==> config.mk <==
export PLATFORM = sky130hd
export DESIGN_NAME = rotated_alphabet_base64_decoder_core
export DESIGN_NICKNAME = d
export VERILOG_FILES = /design/src/rtl/core/rabd_pkg.sv /design/src/rtl/core/rabd_front.sv /design/src/rtl/core/rabd_queue.sv /design/src/rtl/core/rabd_back.sv /design/src/rtl/core/rotated_alphabet_base64_decoder_core.sv
export SDC_FILE = /design/constraint.sdc
export NUM_CORES = 1
export LEC_CHECK = 0
export ABC_AREA = 1
export BUFFER_PORTS_ARGS = -buffer_cell sky130_fd_sc_hd__buf_2
export CAP_MARGIN = 25
export CORE_MARGIN = 2
export CORE_UTILIZATION = 64
export CTS_CLUSTER_DIAMETER = 50
export DETAILED_ROUTE_END_ITERATION = 10
export GPL_TIMING_DRIVEN = 0
export PLACE_DENSITY = 0.85
export SLEW_MARGIN = 5
export SYNTH_ARGS = -nofsm -noshare
export SYNTH_HDL_FRONTEND = slang
export SYNTH_SLANG_ARGS = --single-unit
==> constraint.sdc <==
create_clock -name clk -period 6.06 [get_ports clk]
set_input_delay 0.303 -clock clk [delete_from_list [all_inputs] [get_ports clk]]
set_output_delay 0.303 -clock clk [all_outputs]
set_load 0.03 [all_outputs]
==> src/rtl/core/rabd_pkg.sv <==
`default_nettype none
// ----------------------------------------------------------------------------
// rabd_pkg
// Types, constants and the symbol lookup shared by the decoder core.
// ----------------------------------------------------------------------------
package rabd_pkg;

  localparam int unsigned SYM_COUNT = 64;
  localparam logic [8*SYM_COUNT-1:0] ALPHABET =
    "ZklI16KLhFGHfAg9jCV2uvno/QR3txDXabcJdeTWmNOPrpSq+sUByz0Y45Mi78wE";
  localparam logic [7:0] PAD_CHAR = 8'h3D;

  localparam int unsigned QUEUE_DEPTH = 2;
  localparam int unsigned QPTR_W      = $clog2(QUEUE_DEPTH);
  localparam int unsigned QCNT_W      = $clog2(QUEUE_DEPTH + 1);

  localparam logic [1:0] POS_ZERO  = 2'd0;
  localparam logic [1:0] POS_ONE   = 2'd1;
  localparam logic [1:0] POS_TWO   = 2'd2;
  localparam logic [1:0] POS_THREE = 2'd3;

  typedef struct packed {
    logic [7:0] char_code;
    logic       end_of_stream;
  } in_item_t;

  typedef struct packed {
    logic [7:0] out_byte;
    logic       byte_valid;
    logic       bad_symbol;
    logic       last;
  } out_item_t;

  typedef struct packed {
    logic [5:0] value;
    logic       pad;
    logic       bad;
    logic       last;
  } sym_item_t;

  // Bit 6 set means the character is not in the alphabet.
  function automatic logic [6:0] symbol_index(input logic [7:0] ch);
    logic [6:0] idx;
    idx = 7'd64;
    for (int k = SYM_COUNT - 1; k >= 0; k--) begin
      if (ALPHABET[8*(SYM_COUNT-1-k) +: 8] == ch) begin
        idx = {1'b0, 6'(k)};
      end
    end
    return idx;
  endfunction

endpackage
`default_nettype wire

==> src/rtl/core/rabd_front.sv <==
`default_nettype none
// ----------------------------------------------------------------------------
// rabd_front
// Accepts characters and classifies them into rotated symbol values.
// ----------------------------------------------------------------------------
module rabd_front (
  input  wire logic               clk,
  input  wire logic               rst_n,
  input  wire logic [5:0]         rotation,
  input  wire logic               in_valid,
  output logic                    in_ready,
  input  wire rabd_pkg::in_item_t in_item,
  output logic                    sym_valid,
  input  wire logic               sym_ready,
  output rabd_pkg::sym_item_t     sym_item
);

  logic                valid_r;
  logic                valid_nxt;
  rabd_pkg::sym_item_t item_r;
  rabd_pkg::sym_item_t item_nxt;
  logic [6:0]          idx;
  logic                is_pad;

  assign in_ready = !valid_r || sym_ready;

  always_comb begin
    idx    = rabd_pkg::symbol_index(in_item.char_code);
    is_pad = (in_item.char_code == rabd_pkg::PAD_CHAR);
    item_nxt.pad   = is_pad;
    item_nxt.last  = in_item.end_of_stream;
    item_nxt.bad   = !is_pad && idx[6];
    item_nxt.value = (is_pad || idx[6]) ? 6'd0 : (idx[5:0] - rotation);
  end

  always_comb begin
    valid_nxt = valid_r;
    if (in_ready) begin
      valid_nxt = in_valid;
    end
  end

  always_ff @(posedge clk) begin
    if (!rst_n) begin
      valid_r <= 1'b0;
    end else begin
      valid_r <= valid_nxt;
    end
  end

  always_ff @(posedge clk) begin
    if (in_ready && in_valid) begin
      item_r <= item_nxt;
    end
  end

  assign sym_valid = valid_r;
  assign sym_item  = item_r;

endmodule
`default_nettype wire

==> src/rtl/core/rabd_queue.sv <==
`default_nettype none
// ----------------------------------------------------------------------------
// rabd_queue
// Short queue of classified symbols between the front and back parts.
// ----------------------------------------------------------------------------
module rabd_queue (
  input  wire logic                clk,
  input  wire logic                rst_n,
  input  wire logic                push_valid,
  output logic                     push_ready,
  input  wire rabd_pkg::sym_item_t push_item,
  output logic                     pop_valid,
  input  wire logic                pop_ready,
  output rabd_pkg::sym_item_t      pop_item
);

  rabd_pkg::sym_item_t             mem_r [rabd_pkg::QUEUE_DEPTH];
  logic [rabd_pkg::QPTR_W-1:0]     wr_ptr_r;
  logic [rabd_pkg::QPTR_W-1:0]     wr_ptr_nxt;
  logic [rabd_pkg::QPTR_W-1:0]     rd_ptr_r;
  logic [rabd_pkg::QPTR_W-1:0]     rd_ptr_nxt;
  logic [rabd_pkg::QCNT_W-1:0]     count_r;
  logic [rabd_pkg::QCNT_W-1:0]     count_nxt;
  logic                            do_push;
  logic                            do_pop;

  assign push_ready = (count_r != rabd_pkg::QCNT_W'(rabd_pkg::QUEUE_DEPTH));
  assign pop_valid  = (count_r != '0);
  assign do_push    = push_valid && push_ready;
  assign do_pop     = pop_valid && pop_ready;
  assign pop_item   = mem_r[rd_ptr_r];

  always_comb begin
    wr_ptr_nxt = wr_ptr_r;
    rd_ptr_nxt = rd_ptr_r;
    count_nxt  = count_r;
    if (do_push) begin
      wr_ptr_nxt = (wr_ptr_r == rabd_pkg::QPTR_W'(rabd_pkg::QUEUE_DEPTH - 1)) ?
                   '0 : wr_ptr_r + 1'b1;
    end
    if (do_pop) begin
      rd_ptr_nxt = (rd_ptr_r == rabd_pkg::QPTR_W'(rabd_pkg::QUEUE_DEPTH - 1)) ?
                   '0 : rd_ptr_r + 1'b1;
    end
    if (do_push && !do_pop) begin
      count_nxt = count_r + 1'b1;
    end else if (do_pop && !do_push) begin
      count_nxt = count_r - 1'b1;
    end
  end

  always_ff @(posedge clk) begin
    if (!rst_n) begin
      wr_ptr_r <= '0;
      rd_ptr_r <= '0;
      count_r  <= '0;
    end else begin
      wr_ptr_r <= wr_ptr_nxt;
      rd_ptr_r <= rd_ptr_nxt;
      count_r  <= count_nxt;
    end
  end

  always_ff @(posedge clk) begin
    if (do_push) begin
      mem_r[wr_ptr_r] <= push_item;
    end
  end

endmodule
`default_nettype wire

==> src/rtl/core/rabd_back.sv <==
`default_nettype none
// ----------------------------------------------------------------------------
// rabd_back
// Tracks the group position, assembles bytes and holds the result register.
// ----------------------------------------------------------------------------
module rabd_back (
  input  wire logic                clk,
  input  wire logic                rst_n,
  input  wire logic                sym_valid,
  output logic                     sym_ready,
  input  wire rabd_pkg::sym_item_t sym_item,
  output logic                     out_valid,
  input  wire logic                out_ready,
  output rabd_pkg::out_item_t      out_item
);

  logic                valid_r;
  logic                valid_nxt;
  logic [1:0]          pos_r;
  logic [1:0]          pos_nxt;
  logic [5:0]          prev_r;
  rabd_pkg::out_item_t res_r;
  rabd_pkg::out_item_t res_nxt;
  logic                take;

  assign sym_ready = !valid_r || out_ready;
  assign take      = sym_valid && sym_ready;

  always_comb begin
    res_nxt.out_byte   = 8'd0;
    res_nxt.byte_valid = 1'b0;
    res_nxt.bad_symbol = sym_item.bad;
    res_nxt.last       = sym_item.last;
    case (pos_r)
      rabd_pkg::POS_ONE: begin
        res_nxt.out_byte   = {prev_r, sym_item.value[5:4]};
        res_nxt.byte_valid = 1'b1;
      end
      rabd_pkg::POS_TWO: begin
        if (!sym_item.pad) begin
          res_nxt.out_byte   = {prev_r[3:0], sym_item.value[5:2]};
          res_nxt.byte_valid = 1'b1;
        end
      end
      rabd_pkg::POS_THREE: begin
        if (!sym_item.pad) begin
          res_nxt.out_byte   = {prev_r[1:0], sym_item.value};
          res_nxt.byte_valid = 1'b1;
        end
      end
      default: begin
      end
    endcase
    pos_nxt = sym_item.last ? rabd_pkg::POS_ZERO : pos_r + 2'd1;
  end

  always_comb begin
    valid_nxt = valid_r;
    if (sym_ready) begin
      valid_nxt = sym_valid;
    end
  end

  always_ff @(posedge clk) begin
    if (!rst_n) begin
      valid_r <= 1'b0;
      pos_r   <= rabd_pkg::POS_ZERO;
      prev_r  <= 6'd0;
    end else begin
      valid_r <= valid_nxt;
      if (take) begin
        pos_r  <= pos_nxt;
        prev_r <= sym_item.value;
      end
    end
  end

  always_ff @(posedge clk) begin
    if (take) begin
      res_r <= res_nxt;
    end
  end

  assign out_valid = valid_r;
  assign out_item  = res_r;

endmodule
`default_nettype wire

==> src/rtl/core/rotated_alphabet_base64_decoder_core.sv <==
`default_nettype none
// ----------------------------------------------------------------------------
// rotated_alphabet_base64_decoder_core
// Base64 decoder over a fixed custom alphabet with a configurable rotation.
// ----------------------------------------------------------------------------
// The block takes one character per cycle and returns one result per
// character, so it sustains one transfer per cycle on both sides while
// out_ready is held high. A result passes through the classifier register
// and the two-entry symbol queue, after which it sits in the output
// register until it is taken. The rotation may only be written while no
// character is in flight.
module rotated_alphabet_base64_decoder_core (
  input  wire logic                clk,
  input  wire logic                rst_n,
  input  wire logic                cfg_wr_en,
  input  wire logic [5:0]          cfg_wr_data,
  input  wire logic                in_valid,
  output logic                     in_ready,
  input  wire rabd_pkg::in_item_t  in_item,
  output logic                     out_valid,
  input  wire logic                out_ready,
  output rabd_pkg::out_item_t      out_item
);

  logic [5:0]          rotation_r;
  logic                f_valid;
  logic                f_ready;
  rabd_pkg::sym_item_t f_item;
  logic                q_valid;
  logic                q_ready;
  rabd_pkg::sym_item_t q_item;

  always_ff @(posedge clk) begin
    if (!rst_n) begin
      rotation_r <= 6'd0;
    end else if (cfg_wr_en) begin
      rotation_r <= cfg_wr_data;
    end
  end

  rabd_front u_front (
    .clk       (clk),
    .rst_n     (rst_n),
    .rotation  (rotation_r),
    .in_valid  (in_valid),
    .in_ready  (in_ready),
    .in_item   (in_item),
    .sym_valid (f_valid),
    .sym_ready (f_ready),
    .sym_item  (f_item)
  );

  rabd_queue u_queue (
    .clk        (clk),
    .rst_n      (rst_n),
    .push_valid (f_valid),
    .push_ready (f_ready),
    .push_item  (f_item),
    .pop_valid  (q_valid),
    .pop_ready  (q_ready),
    .pop_item   (q_item)
  );

  rabd_back u_back (
    .clk       (clk),
    .rst_n     (rst_n),
    .sym_valid (q_valid),
    .sym_ready (q_ready),
    .sym_item  (q_item),
    .out_valid (out_valid),
    .out_ready (out_ready),
    .out_item  (out_item)
  );

endmodule
`default_nettype wire

==> impl_metrics.toml, run 1 <==
[drt]
firstDrtPassIters = 5
drc = 0
routed_wirelength_um = 8350
num_vias = 3066
routedWlPerCell_um = 15.1
viasPerCell = 5.54
drtIter0Drc = 360
ant_nets = 0

[power]
peakVddDrop_mv = 0.295
powerDensity_nw_per_um2 = 364
p_leak_uw = 0.00170

[run_status]
status = "finished clean"

[timing]
fmax_ghz = 0.281
finalHoldViolations = 0
worst_pin_slew_ns = 1.02
setup_tns_ns = 0
layout_setup_ws_ns = 2.50
slew_headroom = 0.323
skew_ns = 0.00651
maxSlewViolCount = 0
setup_viol = 0
rsz0062_at_grt = "false"
period_share = 0.587
min_period_ns = 3.56

[cts]
holdBufCountCts = 0
root_buffer = "clkbuf_8"
clockBufferDepth = 2
cts_sinks = 59
htreeDepth = 3
clock_latency_ns = 0.34
clk_pin_slew_worst_paths_ns = 0.07
cts_setup_buffers = 0
cts_tree = "yes"
cts_resized = 0
cts_made_buffers = 9

[grt]
grt_overflow = 0
grt_pass1_vias = 2902
grt_max_degree = 21
track_usage = 0.301
antenna_found_initial = 0
grt_pass1_wl_um = 13400

[finish]
post_route_cells_drive_above_1_share = 0.137
nets = 509
area_growth_syn_to_layout_pct = 13.8
fill_cells = 391
fin_util = 0.751
num_antenna_cells = 0

[critical_path]
critPathKind = "in2reg"
r2r_start = "u_queue.count_r[0]"
cp_max_fo = 10
required_ns = 6.26
ff2ff_setup_slack_ns = 3.77
r2r_cells = 3
arrival_ns = 3.76
worstSetupEndpointType = "flip-flop"
r2r-end = "u_back.out_item[0]"
worstSetupStartpointType = "primary input"

[die]
placementRows = 26
die_area_um2 = 5870
die_w_um = 76.6
core_um2 = 5110
io_pins = 33
start_util = 0.660
die_height_um = 76.6

[synth]
ys_types = 37
syn_avg_cell_area_um2 = 7.75
synth-seq-cells = 59
yosysSeqAreaShare = 0.463
synth_warnings = 0
synth_fp_nets = 466
syn_inst = 435
synth_area_um2 = 3370

[placed_design]
dp_hpwl_um = 6440
portBuffers = 32
pre_cts_ws_ns = 2.23
routabilityCongestion = 0.914

[min_path]
hp-start = "in_item[0]"
worstHoldPathType = "in2reg"
hold_depth = 1
hold_path_end = "u_front.sym_item[0]"

[job]
cap_violations = 0
-- cells in the final DEF (no fill, tap or decap), types with 3 or more instances in the layout --
cell type  count
a211oi_1       6
a21oi_1       30
a31oi_1        4
buf_2         33
clkbuf_1       5
clkbuf_8       9
dfxtp_1       21
edfxtp_1      38
ha_1          10
inv_1         76
inv_2          3
nand2_1       68
nand2_2        6
nand3_1        7
nand4_1       11
nor2_1        83
nor3_1         5
nor4_1         3
o21ai_0       32
xor2_1         3
-- layer usage --
| layer | part of all wire | track usage | vias to the layer above |
|---|---|---|---|
| met1 | 0.41 | 0.384 | 1404 |
| li1 | - | - | 1524 |
| met5 | 0 | 0 | - |
| met2 | 0.48 | 0.490 | 132 |
| met3 | 0.10 | 0.117 | 6 |
| met4 | 0.0084 | 0.0655 | 0 |
-- per-stage QoR --
stage | hold WS (ns) | total power (µW) | area [µm²] | instances
after floorplan | 0.402 | 885 | 3370 | 435
after global placement | 0.424 | 983 | 3620 | 537
after detailed placement | 0.435 | 1010 | 3620 | 537
after CTS | 0.151 | 1390 | 3840 | 553
after global routing | 0.146 | 1470 | 3840 | 553
final | 0.158 | 1400 | 3840 | 553
-- synth_stat cells (all sizes together) --
cell	instances	area, µm²
clkbuf	4	15.0
buf	1	5.00
nand4	12	81.3
or3	1	6.26
nand2	74	293
nor4	3	18.8
clkinv	1	3.75
o21a	1	7.51
xnor2	1	8.76
and2	1	8.76
a31oi	4	25.0
edfxtp	38	1140
inv	79	297
nand3	8	45.0
dfxtp	21	420
a2111oi	1	8.76
o21ai	32	160
ha	10	125
a211oi	6	45.0
nor3b	2	15.0
a21oi	30	150
mux2i	2	20.0
o211ai	2	15.0
a22oi	2	15.0
fa	1	20.0
xor2	3	26.3
or2	2	12.5
a311oi	1	8.76
nor2	85	324
nor3	7	51.3
-- area by class of cell --
cell class / instances / area (µm²) / share of cell area
Buffer: 5 / 20.0 / 0.00522
Clock inverter: 6 / 88.8 / 0.0231
Inverter: 80 / 300 / 0.0783
Multi-Input combinational cell: 291 / 1490 / 0.389
Timing Repair Buffer: 32 / 160 / 0.0417
Clock buffer: 10 / 128 / 0.0333
Tap cell: 70 / 87.6 / 0.0228
Sequential cell: 59 / 1560 / 0.407
-- how the worst max path moves through the flow --
stage / startpoint / to / slack [ns]
global route: in_item[8] / u_front.sym_item[8] / 2.09
finish: in_item[5] / u_front.sym_item[7] / 2.50
global placement: in_item[7] / u_front.sym_item[8] / 2.33
floorplan: in_item[8] / u_front.sym_item[8] / 2.91
detailed placement: in_item[7] / u_front.sym_item[8] / 2.23
CTS: in_item[7] / u_front.sym_item[8] / 2.62
-- cells by family (layout without fill, tap and decap cells) --
family,count (synthesis),count (layout),synth area share
buffers and inverters,85,133,0.0950
and+or+nand+nor,195,195,0.254
xor gates and xnor gates,4,4,0.0104
AOI/OAI and AO/OA,79,79,0.129
muxes,2,2,0.00593
DFF,59,59,0.463
adders and majority gates,11,11,0.0430
-- state kept, by name, indices dropped and copies added (netlist names), named ones only --
signal	flops
u_queue.wr_ptr_r	1
u_queue.mem_r	18
u_back.pos_r	2
u_queue.rd_ptr_r	1
u_back.prev_r	6
u_front.sym_item	9
u_front.sym_valid	1
u_back.out_valid	1
u_back.out_item	11
rotation_r	6
u_queue.count_r	2
-- power breakdown --
part	internal (µW)	total (µW)	switching, µW
clock	232	393	161
combinational	119	417	298
sequential	542	586	44.0
-- worst max-delay path, cell delays in order --
cell and delay [ns]:
buf_2 0.10, inv_1 0.09, nand2_1 0.07, nor2_1 0.54, inv_1 0.29, nor2_1 0.28
inv_1 0.08, nand4_1 0.10, nor2_1 0.05, nand4_1 0.06, nor2_1 0.06, nand4_1 0.07
nor2_1 0.05, nand4_1 0.07, nor2_1 0.04, nand4_1 0.08, nor2_1 0.05, ha_1 0.20
fa_1 0.41, nor2_1 0.20, o21ai_0 0.13, nand2_1 0.10, xor2_1 0.15, inv_1 0.07
nor2_1 0.12
Power figures use the tool's default switching activity.
==> run 2, diff against run 1 <==
--- a/config.mk
+++ b/config.mk
@@ -9,11 +9,11 @@
 export BUFFER_PORTS_ARGS = -buffer_cell sky130_fd_sc_hd__buf_2
 export CAP_MARGIN = 25
 export CORE_MARGIN = 2
-export CORE_UTILIZATION = 64
+export CORE_UTILIZATION = 59
 export CTS_CLUSTER_DIAMETER = 50
 export DETAILED_ROUTE_END_ITERATION = 10
 export GPL_TIMING_DRIVEN = 0
-export PLACE_DENSITY = 0.85
+export PLACE_DENSITY = 0.8
 export SLEW_MARGIN = 5
 export SYNTH_ARGS = -nofsm -noshare
 export SYNTH_HDL_FRONTEND = slang
==> constraint.sdc (replaced) <==
create_clock -name clk -period 3.3 [get_ports clk]
set_input_delay 0.165 -clock clk [delete_from_list [all_inputs] [get_ports clk]]
set_output_delay 0.165 -clock clk [all_outputs]
set_load 0.03 [all_outputs]
==> run 2 against run 1 <==
The run now ends with setup timing left. Via count rose by 8.3%. Register-to-register slack got worse by 2.8 ns. Wire length up 14%. Worst hold slack got worse by 0.12 ns. Clock power grew 43%. Non-clock buffer count up 18. Sequential power is 84% higher.
==> impl_metrics.toml, run 2 (synthesis results as in run 1) <==
[critical_path]
critPathBufInv = 3
worstSetupStartpointType = "primary input"
critPathMaxStageDelay_ns = 0.21
arrival_ns = 3.40
critPathKind = "in2reg"
cp_max_fo = 4
worstSetupEndpointType = "flip-flop"
r2r_start = "u_queue.count_r[0]"
cp-startpoint = "in_item[8]"
path_delay_family = "simple AND/OR/NAND/NOR gates"
crit_top_cell = "nor2_1"
crit_slowest_cell = "ha_2"
required_ns = 3.38

[timing]
setup_viol = 1
period_share = 1.01
finalHoldViolations = 0
worst_pin_slew_ns = 1.03
maxSlewViolCount = 0
min_period_ns = 3.32
rsz0062_at_grt = "true"
layout_setup_ws_ns = -0.0227
fmax_ghz = 0.301
slew_headroom = 0.314
skew_ns = 0.00841

[cts]
cts_made_buffers = 9
cts_sinks = 59
cts_tree = "yes"
htreeDepth = 3
root_buffer = "clkbuf_8"
clock_latency_ns = 0.33
holdBufCountCts = 0
clk_pin_slew_worst_paths_ns = 0.06
clockBufferDepth = 2

[finish]
multi_input_area_um2 = 1640
num_antenna_cells = 0
top_register = "u_queue.mem_r"
area_growth_syn_to_layout_pct = 23.4
largest_register_ff_count = 18
fill_cells = 402
nets = 527
fin_util = 0.756
final_cell_mix = "74 x nor2_1, 69 x inv_1, 61 x nand2_1"
final_common_cell = "nor2_1"
regArea_um2 = 1560
post_route_cells_drive_above_1_share = 0.218

[die]
die_area_um2 = 6340
placementRows = 27
start_util = 0.613
die_height_um = 79.6
die_w_um = 79.6
core_um2 = 5510
io_pins = 33

[power]
internal_power_uw = 1540
combPwrFrac = 0.340
powerDensity_nw_per_um2 = 596
p_leak_uw = 0.00184
power_uw = 2480
p_sw_uw = 942
seq_power_share = 0.434
p_sw_frac = 0.380
peakVddDrop_mv = 0.412
p_clk_frac = 0.226

[min_path]
worstHoldPathType = "in2reg"
hp-start = "in_item[0]"

[placed_design]
routabilityCongestion = 0.922
portBuffers = 32
dp_hpwl_um = 6430

[run_status]
status = "complete, but fails checks"
violations = "setup timing"

[drt]
drc = 0
viasPerCell = 5.80
routed_wirelength_um = 9490
drtIter0Drc = 261
ant_nets = 0
routedWlPerCell_um = 16.6
firstDrtPassIters = 5
num_vias = 3322

[grt]
antenna_found_initial = 0
grt_pass1_vias = 2872
grt_pass1_wl_um = 13300
track_usage = 0.280
grt_max_degree = 21
grt_overflow = 0

[job]
cap_violations = 0
## run 2: repair_timing
item	4_1_cts	5_1_grt
cloned	0	0
buffers inserted	0	18
pin swaps	2	20
endpoints found under the setup margin	1	2
gates resized for setup	5	71
## run 2: cell type report
type / instances / area share
inverter: 80 / 0.0769
tap: 72 / 0.0216
sequential: 59 / 0.375
timing repair buffer: 50 / 0.0877
clock buffer: 13 / 0.0358
buffer: 5 / 0.00481
multi-input combinational: 291 / 0.395
clock inverter: 3 / 0.00361
## run 2: power by group through the flow
stage                     clock (µW)  sequential [µW]  combinational, µW
after floorplan                    0             1210                417
after global placement             0             1080                730
after detailed placement           0             1090                763
after CTS                        560             1080                773
after global routing             584             1090                918
final                            561             1080                843
## run 2: per-stage QoR
stage	area [µm²]	hold slack, ns	setup WS, ns	TNS, ns	std cells
6_report	4160	0.0370	-0.0227	-0.0227	573
2_1_floorplan	3370	0.264	0.287	0	435
4_1_cts	3800	0.0283	0.00741	0	555
3_3_place_gp	3620	0.370	-0.393	-0.606	539
3_5_place_dp	3620	0.370	-0.456	-0.713	539
5_1_grt	4160	0.0255	-0.414	-0.715	573
## run 2: final timing paths
check	endpoint	depth (start not counted)	slack, ns
setup / recovery	u_front.sym_item[8]	31	-0.02
hold / removal	u_front.sym_item[0]	1	0.04
setup reg to reg	u_queue.count_r[1]	8	0.97
hold reg to reg	u_queue.mem_r[0][7]	0	0.44
## run 2: metal layers
layer / track usage / vias up / part of all wire
met4: 0.0638 / 0 / 0.025
met1: 0.360 / 1499 / 0.40
met2: 0.455 / 225 / 0.47
li1: - / 1560 / -
met3: 0.101 / 38 / 0.11
met5: 0 / - / 0
